--- config.mk ---
export PLATFORM = sky130hd
export DESIGN_NAME = onewire_bus_master
export DESIGN_NICKNAME = d
export VERILOG_FILES = /design/src/sv/owb_pkg.sv /design/src/sv/onewire_bus_master.sv /design/src/sv/owb_cfg.sv /design/src/sv/owb_core.sv
export SDC_FILE = /design/constraint.sdc
export NUM_CORES = 1
export LEC_CHECK = 0
export ABC_CLOCK_PERIOD_IN_PS = 7100
export BUFFER_PORTS_ARGS = -buffer_cell sky130_fd_sc_hd__buf_4
export CELL_PAD_IN_SITES_DETAIL_PLACEMENT = 1
export CELL_PAD_IN_SITES_GLOBAL_PLACEMENT = 1
export CORE_MARGIN = 8
export CORE_UTILIZATION = 53
export CTS_CLUSTER_DIAMETER = 200
export CTS_CLUSTER_SIZE = 40
export DETAILED_ROUTE_END_ITERATION = 10
export PLACE_DENSITY_LB_ADDON = 0.1
export SLEW_MARGIN = 20
export SYNTH_ARGS = -nofsm -noshare
export SYNTH_HDL_FRONTEND = slang
export SYNTH_HIERARCHICAL = 1
export SYNTH_SLANG_ARGS = --single-unit
--- constraint.sdc ---
create_clock -name clk_i -period 7.1 [get_ports clk_i]
set_input_delay 0.355 -clock clk_i [delete_from_list [all_inputs] [get_ports clk_i]]
set_output_delay 0.355 -clock clk_i [all_outputs]
set_load 0.02 [all_outputs]
--- src/sv/owb_pkg.sv ---
// Shared types, codes and constants of the one-wire bus master.
package owb_pkg;

  localparam int unsigned TickW      = 10;
  localparam int unsigned CfgIdxW    = 3;
  localparam int unsigned ActionW    = 3;
  localparam int unsigned ByteW      = 8;
  localparam int unsigned BitsPerByte = 8;
  localparam int unsigned RdShift    = (8 - BitsPerByte) % 8;
  localparam int unsigned InDataW    = 16;
  localparam int unsigned OutDataW   = 16;

  localparam logic [TickW-1:0] RstLowDefault   = 10'd480;
  localparam logic [TickW-1:0] PresWaitDefault = 10'd60;
  localparam logic [TickW-1:0] RstRecDefault   = 10'd420;
  localparam logic [TickW-1:0] SlotStartDefault = 10'd1;
  localparam logic [TickW-1:0] WrHoldDefault   = 10'd60;
  localparam logic [TickW-1:0] RdSampleDefault = 10'd14;
  localparam logic [TickW-1:0] RdTailDefault   = 10'd45;

  typedef enum logic [ActionW-1:0] {
    ActTick   = 3'd0,
    ActReset  = 3'd1,
    ActWrByte = 3'd2,
    ActRdByte = 3'd3,
    ActWrBit  = 3'd4,
    ActRdBit  = 3'd5
  } action_e;

  typedef enum logic [CfgIdxW-1:0] {
    CfgRstLow    = 3'd0,
    CfgPresWait  = 3'd1,
    CfgRstRec    = 3'd2,
    CfgSlotStart = 3'd3,
    CfgWrHold    = 3'd4,
    CfgRdSample  = 3'd5,
    CfgRdTail    = 3'd6
  } cfg_idx_e;

  typedef struct packed {
    logic [TickW-1:0] rst_low;
    logic [TickW-1:0] pres_wait;
    logic [TickW-1:0] rst_rec;
    logic [TickW-1:0] slot_start;
    logic [TickW-1:0] wr_hold;
    logic [TickW-1:0] rd_sample;
    logic [TickW-1:0] rd_tail;
  } cfg_t;

  typedef struct packed {
    logic             presence_missing;
    logic [ByteW-1:0] read_data;
    logic             rejected;
    logic             done_res;
    logic             busy_res;
    logic             drive_low;
  } res_t;

endpackage

--- src/sv/onewire_bus_master.sv ---
// Top level of the one-wire bus master: input register, sequencer and result register.
// An accepted input item goes through the input register, then the result register.
// Throughput: one item per cycle unless the output stalls; one sequencer step per item.
// While a result waits, an input item is still taken only if the input register is empty.
// Reset is asynchronous and active low; it empties both registers, idles the sequencer
// and loads the timing registers with their default tick counts.
module onewire_bus_master (
  input  logic                          clk_i,
  input  logic                          rst_ni,
  input  logic                          cfg_we_i,
  input  logic [owb_pkg::CfgIdxW-1:0]   cfg_idx_i,
  input  logic [owb_pkg::TickW-1:0]     cfg_data_i,
  input  logic                          s_axis_tvalid,
  output logic                          s_axis_tready,
  // Fields from bit 0: action[2:0], data_in[10:3], line_level[11], zero pad.
  input  logic [owb_pkg::InDataW-1:0]   s_axis_tdata,
  output logic                          m_axis_tvalid,
  input  logic                          m_axis_tready,
  // Fields from bit 0: drive_low, busy_res, done_res, rejected, read_data[11:4],
  // presence_missing[12], zero pad.
  output logic [owb_pkg::OutDataW-1:0]  m_axis_tdata
);
  import owb_pkg::*;

  logic                 in_valid_q;
  logic [InDataW-1:0]   in_data_q;
  logic                 out_valid_q;
  logic [OutDataW-1:0]  out_data_q;
  logic                 advance;
  logic                 fire;
  cfg_t                 cfg;
  res_t                 res;

  assign advance       = !out_valid_q || m_axis_tready;
  assign fire          = in_valid_q && advance;
  assign s_axis_tready = !in_valid_q || advance;

  always_ff @(posedge clk_i or negedge rst_ni) begin
    if (!rst_ni) begin
      in_valid_q  <= 1'b0;
      out_valid_q <= 1'b0;
    end else begin
      if (s_axis_tready) begin
        in_valid_q <= s_axis_tvalid;
      end
      if (advance) begin
        out_valid_q <= in_valid_q;
      end
    end
  end

  always_ff @(posedge clk_i) begin
    if (s_axis_tready && s_axis_tvalid) begin
      in_data_q <= s_axis_tdata;
    end
    if (fire) begin
      out_data_q <= {3'b000, res.presence_missing, res.read_data, res.rejected,
                     res.done_res, res.busy_res, res.drive_low};
    end
  end

  owb_cfg u_cfg (
    .clk_i      (clk_i),
    .rst_ni     (rst_ni),
    .cfg_we_i   (cfg_we_i),
    .cfg_idx_i  (cfg_idx_i),
    .cfg_data_i (cfg_data_i),
    .cfg_o      (cfg)
  );

  owb_core u_core (
    .clk_i    (clk_i),
    .rst_ni   (rst_ni),
    .fire_i   (fire),
    .action_i (in_data_q[2:0]),
    .data_i   (in_data_q[10:3]),
    .line_i   (in_data_q[11]),
    .cfg_i    (cfg),
    .res_o    (res)
  );

  assign m_axis_tvalid = out_valid_q;
  assign m_axis_tdata  = out_data_q;

endmodule

--- src/sv/owb_cfg.sv ---
// Timing configuration registers of the one-wire bus master.
module owb_cfg (
  input  logic                         clk_i,
  input  logic                         rst_ni,
  input  logic                         cfg_we_i,
  input  logic [owb_pkg::CfgIdxW-1:0]  cfg_idx_i,
  input  logic [owb_pkg::TickW-1:0]    cfg_data_i,
  output owb_pkg::cfg_t                cfg_o
);
  import owb_pkg::*;

  cfg_t cfg_q;

  always_ff @(posedge clk_i or negedge rst_ni) begin
    if (!rst_ni) begin
      cfg_q.rst_low    <= RstLowDefault;
      cfg_q.pres_wait  <= PresWaitDefault;
      cfg_q.rst_rec    <= RstRecDefault;
      cfg_q.slot_start <= SlotStartDefault;
      cfg_q.wr_hold    <= WrHoldDefault;
      cfg_q.rd_sample  <= RdSampleDefault;
      cfg_q.rd_tail    <= RdTailDefault;
    end else if (cfg_we_i) begin
      unique case (cfg_idx_i)
        CfgRstLow:    cfg_q.rst_low    <= cfg_data_i;
        CfgPresWait:  cfg_q.pres_wait  <= cfg_data_i;
        CfgRstRec:    cfg_q.rst_rec    <= cfg_data_i;
        CfgSlotStart: cfg_q.slot_start <= cfg_data_i;
        CfgWrHold:    cfg_q.wr_hold    <= cfg_data_i;
        CfgRdSample:  cfg_q.rd_sample  <= cfg_data_i;
        CfgRdTail:    cfg_q.rd_tail    <= cfg_data_i;
        default: ;
      endcase
    end
  end

  assign cfg_o = cfg_q;

endmodule

--- src/sv/owb_core.sv ---
// Bus sequencer: phase state machine, tick counter and shift register.
module owb_core (
  input  logic                         clk_i,
  input  logic                         rst_ni,
  input  logic                         fire_i,
  input  logic [owb_pkg::ActionW-1:0]  action_i,
  input  logic [owb_pkg::ByteW-1:0]    data_i,
  input  logic                         line_i,
  input  owb_pkg::cfg_t                cfg_i,
  output owb_pkg::res_t                res_o
);
  import owb_pkg::*;

  typedef enum logic [2:0] {
    PhIdle, PhRstLow, PhRstWait, PhRstRec, PhSlotStart, PhWrHold, PhRdWait, PhRdTail
  } phase_e;

  phase_e             phase_q, phase_d;
  logic [ActionW-1:0] kind_q, kind_d;
  logic [TickW-1:0]   tick_q, tick_d;
  logic [3:0]         bits_q, bits_d;
  logic [ByteW-1:0]   shift_q, shift_d;
  logic               pres_q, pres_d;

  always_comb begin
    logic             is_cmd;
    logic             is_rd;
    phase_e           ph;
    logic [TickW-1:0] len;
    logic [TickW-1:0] tick_inc;
    logic [3:0]       bits_dec;

    is_cmd = (action_i == ActReset) || (action_i == ActWrByte) || (action_i == ActRdByte) ||
             (action_i == ActWrBit) || (action_i == ActRdBit);
    phase_d = phase_q;
    kind_d  = kind_q;
    tick_d  = tick_q;
    bits_d  = bits_q;
    shift_d = shift_q;
    pres_d  = pres_q;
    res_o   = '0;

    if (phase_q != PhIdle) begin
      res_o.rejected = is_cmd;
    end else if (is_cmd) begin
      kind_d = action_i;
      tick_d = '0;
      if (action_i == ActReset) begin
        phase_d = PhRstLow;
        bits_d  = '0;
      end else begin
        phase_d = PhSlotStart;
        bits_d  = (action_i == ActWrBit || action_i == ActRdBit) ? 4'd1 : 4'(BitsPerByte);
        if (action_i == ActWrByte) begin
          shift_d = data_i;
        end else if (action_i == ActWrBit) begin
          shift_d = {{(ByteW-1){1'b0}}, data_i[0]};
        end else begin
          shift_d = '0;
        end
      end
    end

    ph       = phase_d;
    is_rd    = (kind_d == ActRdByte) || (kind_d == ActRdBit);
    tick_inc = tick_d + 1'b1;
    bits_dec = bits_d - 1'b1;
    unique case (ph)
      PhRstLow:    len = cfg_i.rst_low;
      PhRstWait:   len = cfg_i.pres_wait;
      PhRstRec:    len = cfg_i.rst_rec;
      PhSlotStart: len = cfg_i.slot_start;
      PhWrHold:    len = cfg_i.wr_hold;
      PhRdWait:    len = cfg_i.rd_sample;
      default:     len = cfg_i.rd_tail;
    endcase
    if (len == '0) begin
      len = TickW'(1);
    end

    if (ph != PhIdle) begin
      res_o.drive_low = (ph == PhRstLow) || (ph == PhSlotStart) ||
                        ((ph == PhWrHold) && !shift_d[0]);
      tick_d = tick_inc;
      if (tick_inc >= len) begin
        tick_d = '0;
        unique case (ph)
          PhRstLow: phase_d = PhRstWait;
          PhRstWait: begin
            pres_d  = line_i;
            phase_d = PhRstRec;
          end
          PhRstRec: begin
            phase_d        = PhIdle;
            res_o.done_res = 1'b1;
          end
          PhSlotStart: phase_d = is_rd ? PhRdWait : PhWrHold;
          PhRdWait: begin
            shift_d = {line_i, shift_d[ByteW-1:1]};
            phase_d = PhRdTail;
          end
          PhWrHold, PhRdTail: begin
            if (ph == PhWrHold) begin
              shift_d = {1'b0, shift_d[ByteW-1:1]};
            end
            bits_d = bits_dec;
            if (bits_dec == '0) begin
              phase_d        = PhIdle;
              res_o.done_res = 1'b1;
              if (kind_d == ActRdByte) begin
                res_o.read_data = shift_d >> RdShift;
              end else if (kind_d == ActRdBit) begin
                res_o.read_data = {{(ByteW-1){1'b0}}, shift_d[ByteW-1]};
              end
            end else begin
              phase_d = PhSlotStart;
            end
          end
          default: ;
        endcase
      end
    end

    res_o.busy_res         = (phase_d != PhIdle);
    res_o.presence_missing = pres_d;
  end

  always_ff @(posedge clk_i or negedge rst_ni) begin
    if (!rst_ni) begin
      phase_q <= PhIdle;
      kind_q  <= '0;
      tick_q  <= '0;
      bits_q  <= '0;
      shift_q <= '0;
      pres_q  <= 1'b0;
    end else if (fire_i) begin
      phase_q <= phase_d;
      kind_q  <= kind_d;
      tick_q  <= tick_d;
      bits_q  <= bits_d;
      shift_q <= shift_d;
      pres_q  <= pres_d;
    end
  end

endmodule

# Yosys cells after proc, flatten, opt, wreduce, memory -nomap -nowiden
# Index checks and enable logic that the tools add are counted.
dict set report word_totals {
  ff_bits 126
  output_inout_bits 18
  wordCells 115
}
dict set report classes {
  addsub 2
  order_cmp 1
  eq_ne 20
  muxes 39
  reduce_logical 32
}
# operator n
set op_table {}
lappend op_table {{2-to-1 mux 8 bit} 8}
lappend op_table {{case mux 10 bit (6 select lines)} 1}
lappend op_table {{2-to-1 mux 10 bit} 5}
lappend op_table {{equality test 3 bit, second input constant} 10}
lappend op_table {{2-to-1 mux 4 bit} 7}
lappend op_table {{2-to-1 mux 3 bit} 8}
lappend op_table {{equality test 3 x 2 -> 1 bit, second input constant} 7}
lappend op_table {{case mux 3 bit (6 select lines)} 1}
lappend op_table {{case mux 8 bit (2 select lines)} 1}
lappend op_table {{AND reduction 2 bit} 8}
lappend op_table {{adder 10 x 1 -> 10 bit, second input constant} 1}
lappend op_table {{>= comparator 10 bit} 1}
lappend op_table {{zero test 10 bit} 1}
lappend op_table {{logical OR 1 bit} 10}
lappend op_table {{equality test 3 x 1 -> 1 bit, second input constant} 3}
lappend op_table {{nonzero test 3 bit} 3}
lappend op_table {{2-to-1 mux 1 bit} 6}
lappend op_table {{zero test 4 bit} 1}
lappend op_table {{AND reduction 4 bit} 1}
lappend op_table {{subtractor 4 x 1 -> 4 bit, second input constant} 1}
lappend op_table {{logical AND 1 bit} 3}
lappend op_table {{zero test 1 bit} 3}
lappend op_table {{zero test 3 bit} 1}
lappend op_table {{2-to-1 mux 2 bit} 1}
lappend op_table {{other kinds (2)} 2}

# Logic depth before layout (Yosys ltp)
dict set report logic_depth {
  ltp_word 15
  ltp_mapped 18
  mapped_depth_nobuf 14
}

# Cells and area by module
# The synthesis kept the hierarchy.
# module instances cells_each area_each_um2 seq_area_each_um2
set modules_own_cells {}
lappend modules_own_cells {owb_core 1 370 3159.3 725.7}
lappend modules_own_cells {owb_cfg 1 154 2817.7 1781.7}
lappend modules_own_cells {onewire_bus_master 1 37 880.8 800.8}

# Worst setup path before layout
# No wires, ideal clock.
dict set report synth_timing {
  path_type {register to register}
  start {register u_core.phase_q[0]}
  end {register u_core.shift_q[1]}
  setup_ns 0.126
  arrival_time_ns 3.731
  required_ns 6.974
  setup_slack_ns 3.243
  stages_incl_launch_ff 19
  path_buffers 4
  cell_sequence {dfrtp_1 buf_6 or3_4 buf_6 nor3_4 buf_2 nor2b_1 ha_1 nand3_1 xor2_1 nor2_1 ha_1 o21ai_0 a21oi_1 o41ai_4 a2111oi_4 buf_2 nor3_1 a221o_1}
}
dict set report synth_via {
  elab_chain_cells 9
  elab_cells_between_ends 23
}
# element line
set synth_rtl {}
lappend synth_rtl {{start, declared} owb_core.sv:18} ;# phase_e phase_q, phase_d;
lappend synth_rtl {{start signal, assigned} owb_core.sv:130} ;# phase_q <= PhIdle;
lappend synth_rtl {{start signal, assigned} owb_core.sv:137} ;# phase_q <= phase_d;
lappend synth_rtl {{nonzero test 3 bit or 2-to-1 mux 3 bit (tied branches)} {owb_core.sv:43, owb_core.sv:45}}
lappend synth_rtl {{2-to-1 mux 3 bit} owb_core.sv:43} ;# if (phase_q != PhIdle) begin
lappend synth_rtl {{equality test 3 bit (tied with other cells)} {owb_core.sv:68, owb_core.sv:87}}
lappend synth_rtl {{case mux 10 bit (6 select lines)} owb_core.sv:68} ;# unique case (ph)
lappend synth_rtl {{zero test 10 bit} owb_core.sv:77} ;# if (len == '0) begin
lappend synth_rtl {{2-to-1 mux 10 bit} owb_core.sv:77}
lappend synth_rtl {{>= comparator 10 bit} owb_core.sv:85} ;# if (tick_inc >= len) begin
lappend synth_rtl {{2-to-1 mux 8 bit} owb_core.sv:85}
lappend synth_rtl {{2-to-1 mux 8 bit *} owb_core.sv:81} ;# if (ph != PhIdle) begin
lappend synth_rtl {{end signal, assigned} owb_core.sv:141} ;# shift_q <= shift_d;
lappend synth_rtl {{end, declared} owb_core.sv:22} ;# logic [ByteW-1:0] shift_q, shift_d;
# Mark *: on every way between the ends. The rest lies on a longest branch, timed or not.
# A chain may end at the register's enable or synchronous reset.

# Worst setup path in the final report
dict set report layout_timing {
  start {register u_core.phase_q[1]}
  end {register out_data_q[10] (netlist: m_axis_tdata[10]), data pin}
}
dict set report layout_via {
  elab_chain_cells 8
  elab_cells_between_ends 27
}
# element line
set layout_rtl {}
lappend layout_rtl {{nonzero test 3 bit or 2-to-1 mux 3 bit (tied branches)} {owb_core.sv:43, owb_core.sv:45}}
lappend layout_rtl {{2-to-1 mux 3 bit} owb_core.sv:43}
lappend layout_rtl {{equality test 3 bit (tied with other cells)} owb_core.sv:68}
lappend layout_rtl {{case mux 10 bit (6 select lines)} owb_core.sv:68}
lappend layout_rtl {{zero test 10 bit} owb_core.sv:77}
lappend layout_rtl {{2-to-1 mux 10 bit} owb_core.sv:77}
lappend layout_rtl {{>= comparator 10 bit} owb_core.sv:85}
lappend layout_rtl {{AND reduction 4 bit (no source line)} -}
lappend layout_rtl {{end signal, assigned} onewire_bus_master.sv:57} ;# out_data_q <= {3'b000, res.presence_missing, res.read_data, res.rejected,
lappend layout_rtl {{end, declared} onewire_bus_master.sv:28} ;# logic [OutDataW-1:0] out_data_q;
# Several ways; a longest one is shown, not always the timed one.

==> run_results.csv <==
group,metric,value,unit
detailed_routing,ant_nets,0,
detailed_routing,avgViaCountPerCell,6.15,
clock_network,post_cts_buffers,0,
timing,rsz0062_at_grt,"false",
synthesis,ys.flop_type,"dfrtp_1",
detailed_routing,dr.pass1.iters,5,
synthesis,netlist_area,0.00686,mm2
global_route,first_global_vias,5349,
synthesis,synth_area_leaders,"dfrtp_1, edfxtp_1, dfstp_2",
timing,relSlewSlack,0.254,
final_layout,stdcell_count,778,
place,dpl.hpwl,11800,um
power_and_ir_drop,p_sw,0.839,mW
global_route,grt_overflow,0,
power_and_ir_drop,irDropWorstVdd,210,uV
global_route,antenna_found_initial,0,
synthesis,synthArstFlopShare,0.802,
synthesis,ys_types,79,
timing,period_needed,5.15,ns
floorplan,die_h,130,um
synthesis,ys_ff_latch,126,
global_route,grt_start_max_net_pins,79,
final_layout,nets,640,
place,dp_slack,2.04,ns
detailed_routing,drtIter0Drc,266,
timing,clock_skew,0.00742,ns
clock_network,clk_latency,0.43,ns
job,drv_cap,0,
final_layout,drive_gt1_frac,0.332,
synthesis,synthSimpleGateAreaFrac,0.115,
final_layout,regArea,0.00331,mm2
critical_path,crit_path_frequent_cell,"ha_1",
place,dpl.cell_count,745,
global_route,track_usage,0.217,
detailed_routing,drcViolationCount,0,
final_layout,layout_commonest_cell,"dfrtp_1",
synthesis,ys_warn_count,6,
timing,setup_tns,0,ns
floorplan,ios,52,
timing,tightest_slew,1.12,ns
synthesis,synth_top_family_by_area,"compound AO/OA/AOI/OAI gates",
clock_network,numCtsBuffers,17,
clock_network,ctsLongestPathBuffers,2,
detailed_routing,vias,4785,
final_layout,antennaDiodeCount,0,
detailed_routing,drt-total-wl,17200,um
critical_path,worst_path_max_delay_cell,"dfrtp_1",
critical_path,crit_fanout,24,
clock_network,hold_buffers,1,
global_route,grt_pass1_wl,28000,um
final_layout,layout_common_cells,"dfrtp_1, buf_4, mux2_2, nand2_1, mux2_4",
place,gp_congestion,0.797,
critical_path,worstSetupEndpointType,"flip-flop",
critical_path,worstPathArrival,5.38,ns
clock_network,cts-resized-gates,0,
floorplan,design.core.area,0.0126,mm2
critical_path,crit_family,"simple AND/OR/NAND/NOR gates",
synthesis,muxShareOfSynthArea,0.162,
clock_network,cts_root_buffer,"clkbuf_16",
final_layout,multi_input_area,0.00329,mm2
detailed_routing,wl_per_cell,22.1,um
synthesis,synth-compound-area-share,0.164,
final_layout,syn2layout_area_growth,14.0,%
floorplan,dieArea,0.0168,mm2
place,port_buffers,44,
power_and_ir_drop,power_frac_seq,0.387,
synthesis,synth_top_area_share,0.281,
power_and_ir_drop,p_leak,3.24,nW
critical_path,path_class,"flip-flop to flip-flop",
timing,drv_slew,0,
timing,finalHoldViolations,0,
synthesis,synth_edf_count,25,
clock_network,cts_sinks,126,
critical_path,critPathRequiredTime,7.33,ns
power_and_ir_drop,clkPwrFrac,0.327,
synthesis,synth_largest_area_cell,"dfrtp_1",
synthesis,synth_xor_area_frac,0.0139,
critical_path,cp_cell_sequence,"or3_4, nor3_4, nor2b_1, ha_1, nand3_1, xor2_1, nor2_1, ha_1, o21ai_0, a21oi_1, o41ai_4, a211oi_2, nand4_4, a211oi_1",
power_and_ir_drop,p_sw_frac,0.321,
final_layout,n_fill_cell,1292,
clock_network,cts_max_level,4,
timing,setup_violations,0,
timing,fin_ws,1.95,ns
synthesis,synthCells,561,
timing,fmax,194,MHz
critical_path,worstSetupStartpointType,"flip-flop",
clock_network,clk_pin_slew,0.06,ns
critical_path,max_stage_delay,0.74,ns
floorplan,die_x,130,um
floorplan,initial_core_util,0.543,
power_and_ir_drop,p_comb_frac,0.285,
synthesis,syn_area_per_cell,12.2,um2
synthesis,synthAdderAreaFrac,0.0237,
floorplan,rows,41,
worst_hold_path,hold_path_class,"input port to flip-flop",
status,status,"finished, final reports clean",
critical_path,path_buf_inv,0,
synthesis,ys_seq_area_frac,0.482,
power_and_ir_drop,powerDensity,335,mW/mm2
power_and_ir_drop,p_int,1.78,mW
clock_network,cts_tree,"yes",
timing,period_share,0.726,
==> path summary, 6_finish.rpt <==
path	cells after the start	to	slack, ns	startpoint
max	14	m_axis_tdata[10]$_DFFE_PP_	1.95	u_core/phase_q[1]$_DFFE_PN0P_
min	1	in_data_q[5]$_DFFE_PP_	0.1	s_axis_tdata[5]
max reg2reg	14	m_axis_tdata[10]$_DFFE_PP_	1.95	u_core/phase_q[1]$_DFFE_PN0P_
min reg2reg	1	u_cfg/cfg_o[16]$_DFFE_PN0P_	0.51	u_cfg/cfg_o[16]$_DFFE_PN0P_
max in group asynchronous	3	u_cfg/cfg_o[19]$_DFFE_PN0P_	5.43	rst_ni
min in group asynchronous	2	u_core/shift_q[1]$_DFFE_PN0P_	0.38	rst_ni
==> stage by stage <==
step	hold WS, ns	utilization	total power [mW]	instance area, um2
finish	0.0992	0.619	2.62	7820
floorplan	0.0594	-	1.55	6870
detailed placement	0.286	0.571	1.76	7210
CTS	0.0856	0.619	2.63	7820
global route	0.0839	0.619	2.74	7820
global placement	0.287	0.571	1.71	7210
==> registers in the layout, summed over array words and instances (netlist names) <==
name / count
u_core/phase_q: 3
u_core/shift_q: 8
u_core/bits_q: 4
m_axis_tvalid: 1
u_core/kind_q: 3
u_core/tick_q: 10
u_core/pres_q: 1
m_axis_tdata: 13
in_valid_q: 1
in_data_q: 12
u_cfg/cfg_o: 70
==> worst reg2reg max path, cell delays in order, from the launching register on <==
cell      delay [ns]
dfrtp_1         0.74
or3_4           0.61
nor3_4          0.55
nor2b_1         0.19
ha_1            0.27
nand3_1         0.18
xor2_1          0.21
nor2_1          0.09
ha_1            0.32
o21ai_0         0.08
a21oi_1         0.26
o41ai_4         0.18
a211oi_2        0.71
nand4_4         0.27
a211oi_1        0.30
==> synthesized netlist by cell type, drive strengths merged, types with 7 or more instances <==
library cell and n:
nand2 36, nor3 12, a221oi 7, o21ai 29, inv 8, nand3b 8
mux2 76, buf 29, a21boi 7, dfstp 24, ha 13, dfrtp 77
nor2 23, and2 9, a22oi 10, clkbuf 10, a22o 23, edfxtp 25
a21oi 14, mux2i 14, a211oi 11, nand3 8
==> layout make-up <==
cell class / count / share of cell area
inverters: 8 / 0.00384
repair buffers: 50 / 0.0484
clock inverters: 7 / 0.00560
well taps: 172 / 0.0275
multi-input cells: 390 / 0.421
clock buffers: 25 / 0.0704
flip-flops and latches: 126 / 0.423
==> kinds of logic after synthesis <==
family | Yosys count
DFF | 126
other | 1
muxes | 90
buffers and inverters | 47
and+or+nand+nor | 132
adders and majority gates | 13
xor gates and xnor gates | 10
AOI/OAI and AO/OA | 142
==> metal layers <==
| layer | vias to the layer above | GRT usage | share of wire |
|---|---|---|---|
| li1 | 2187 | - | - |
| met1 | 2514 | 0.253 | 0.43 |
| met2 | 70 | 0.382 | 0.52 |
| met3 | 14 | 0.0534 | 0.035 |
| met4 | 0 | 0.0751 | 0.011 |
| met5 | - | 0 | 0 |
==> power by group through the flow <==
stage	combinational (mW)	sequential, mW	clock (mW)
floorplan	0.562	0.989	0
global placement	0.697	1.01	0
detailed placement	0.735	1.02	0
CTS	0.744	1.01	0.870
global route	0.811	1.03	0.900
finish	0.746	1.01	0.856
No activity file was read; power rests on OpenSTA's default activity.
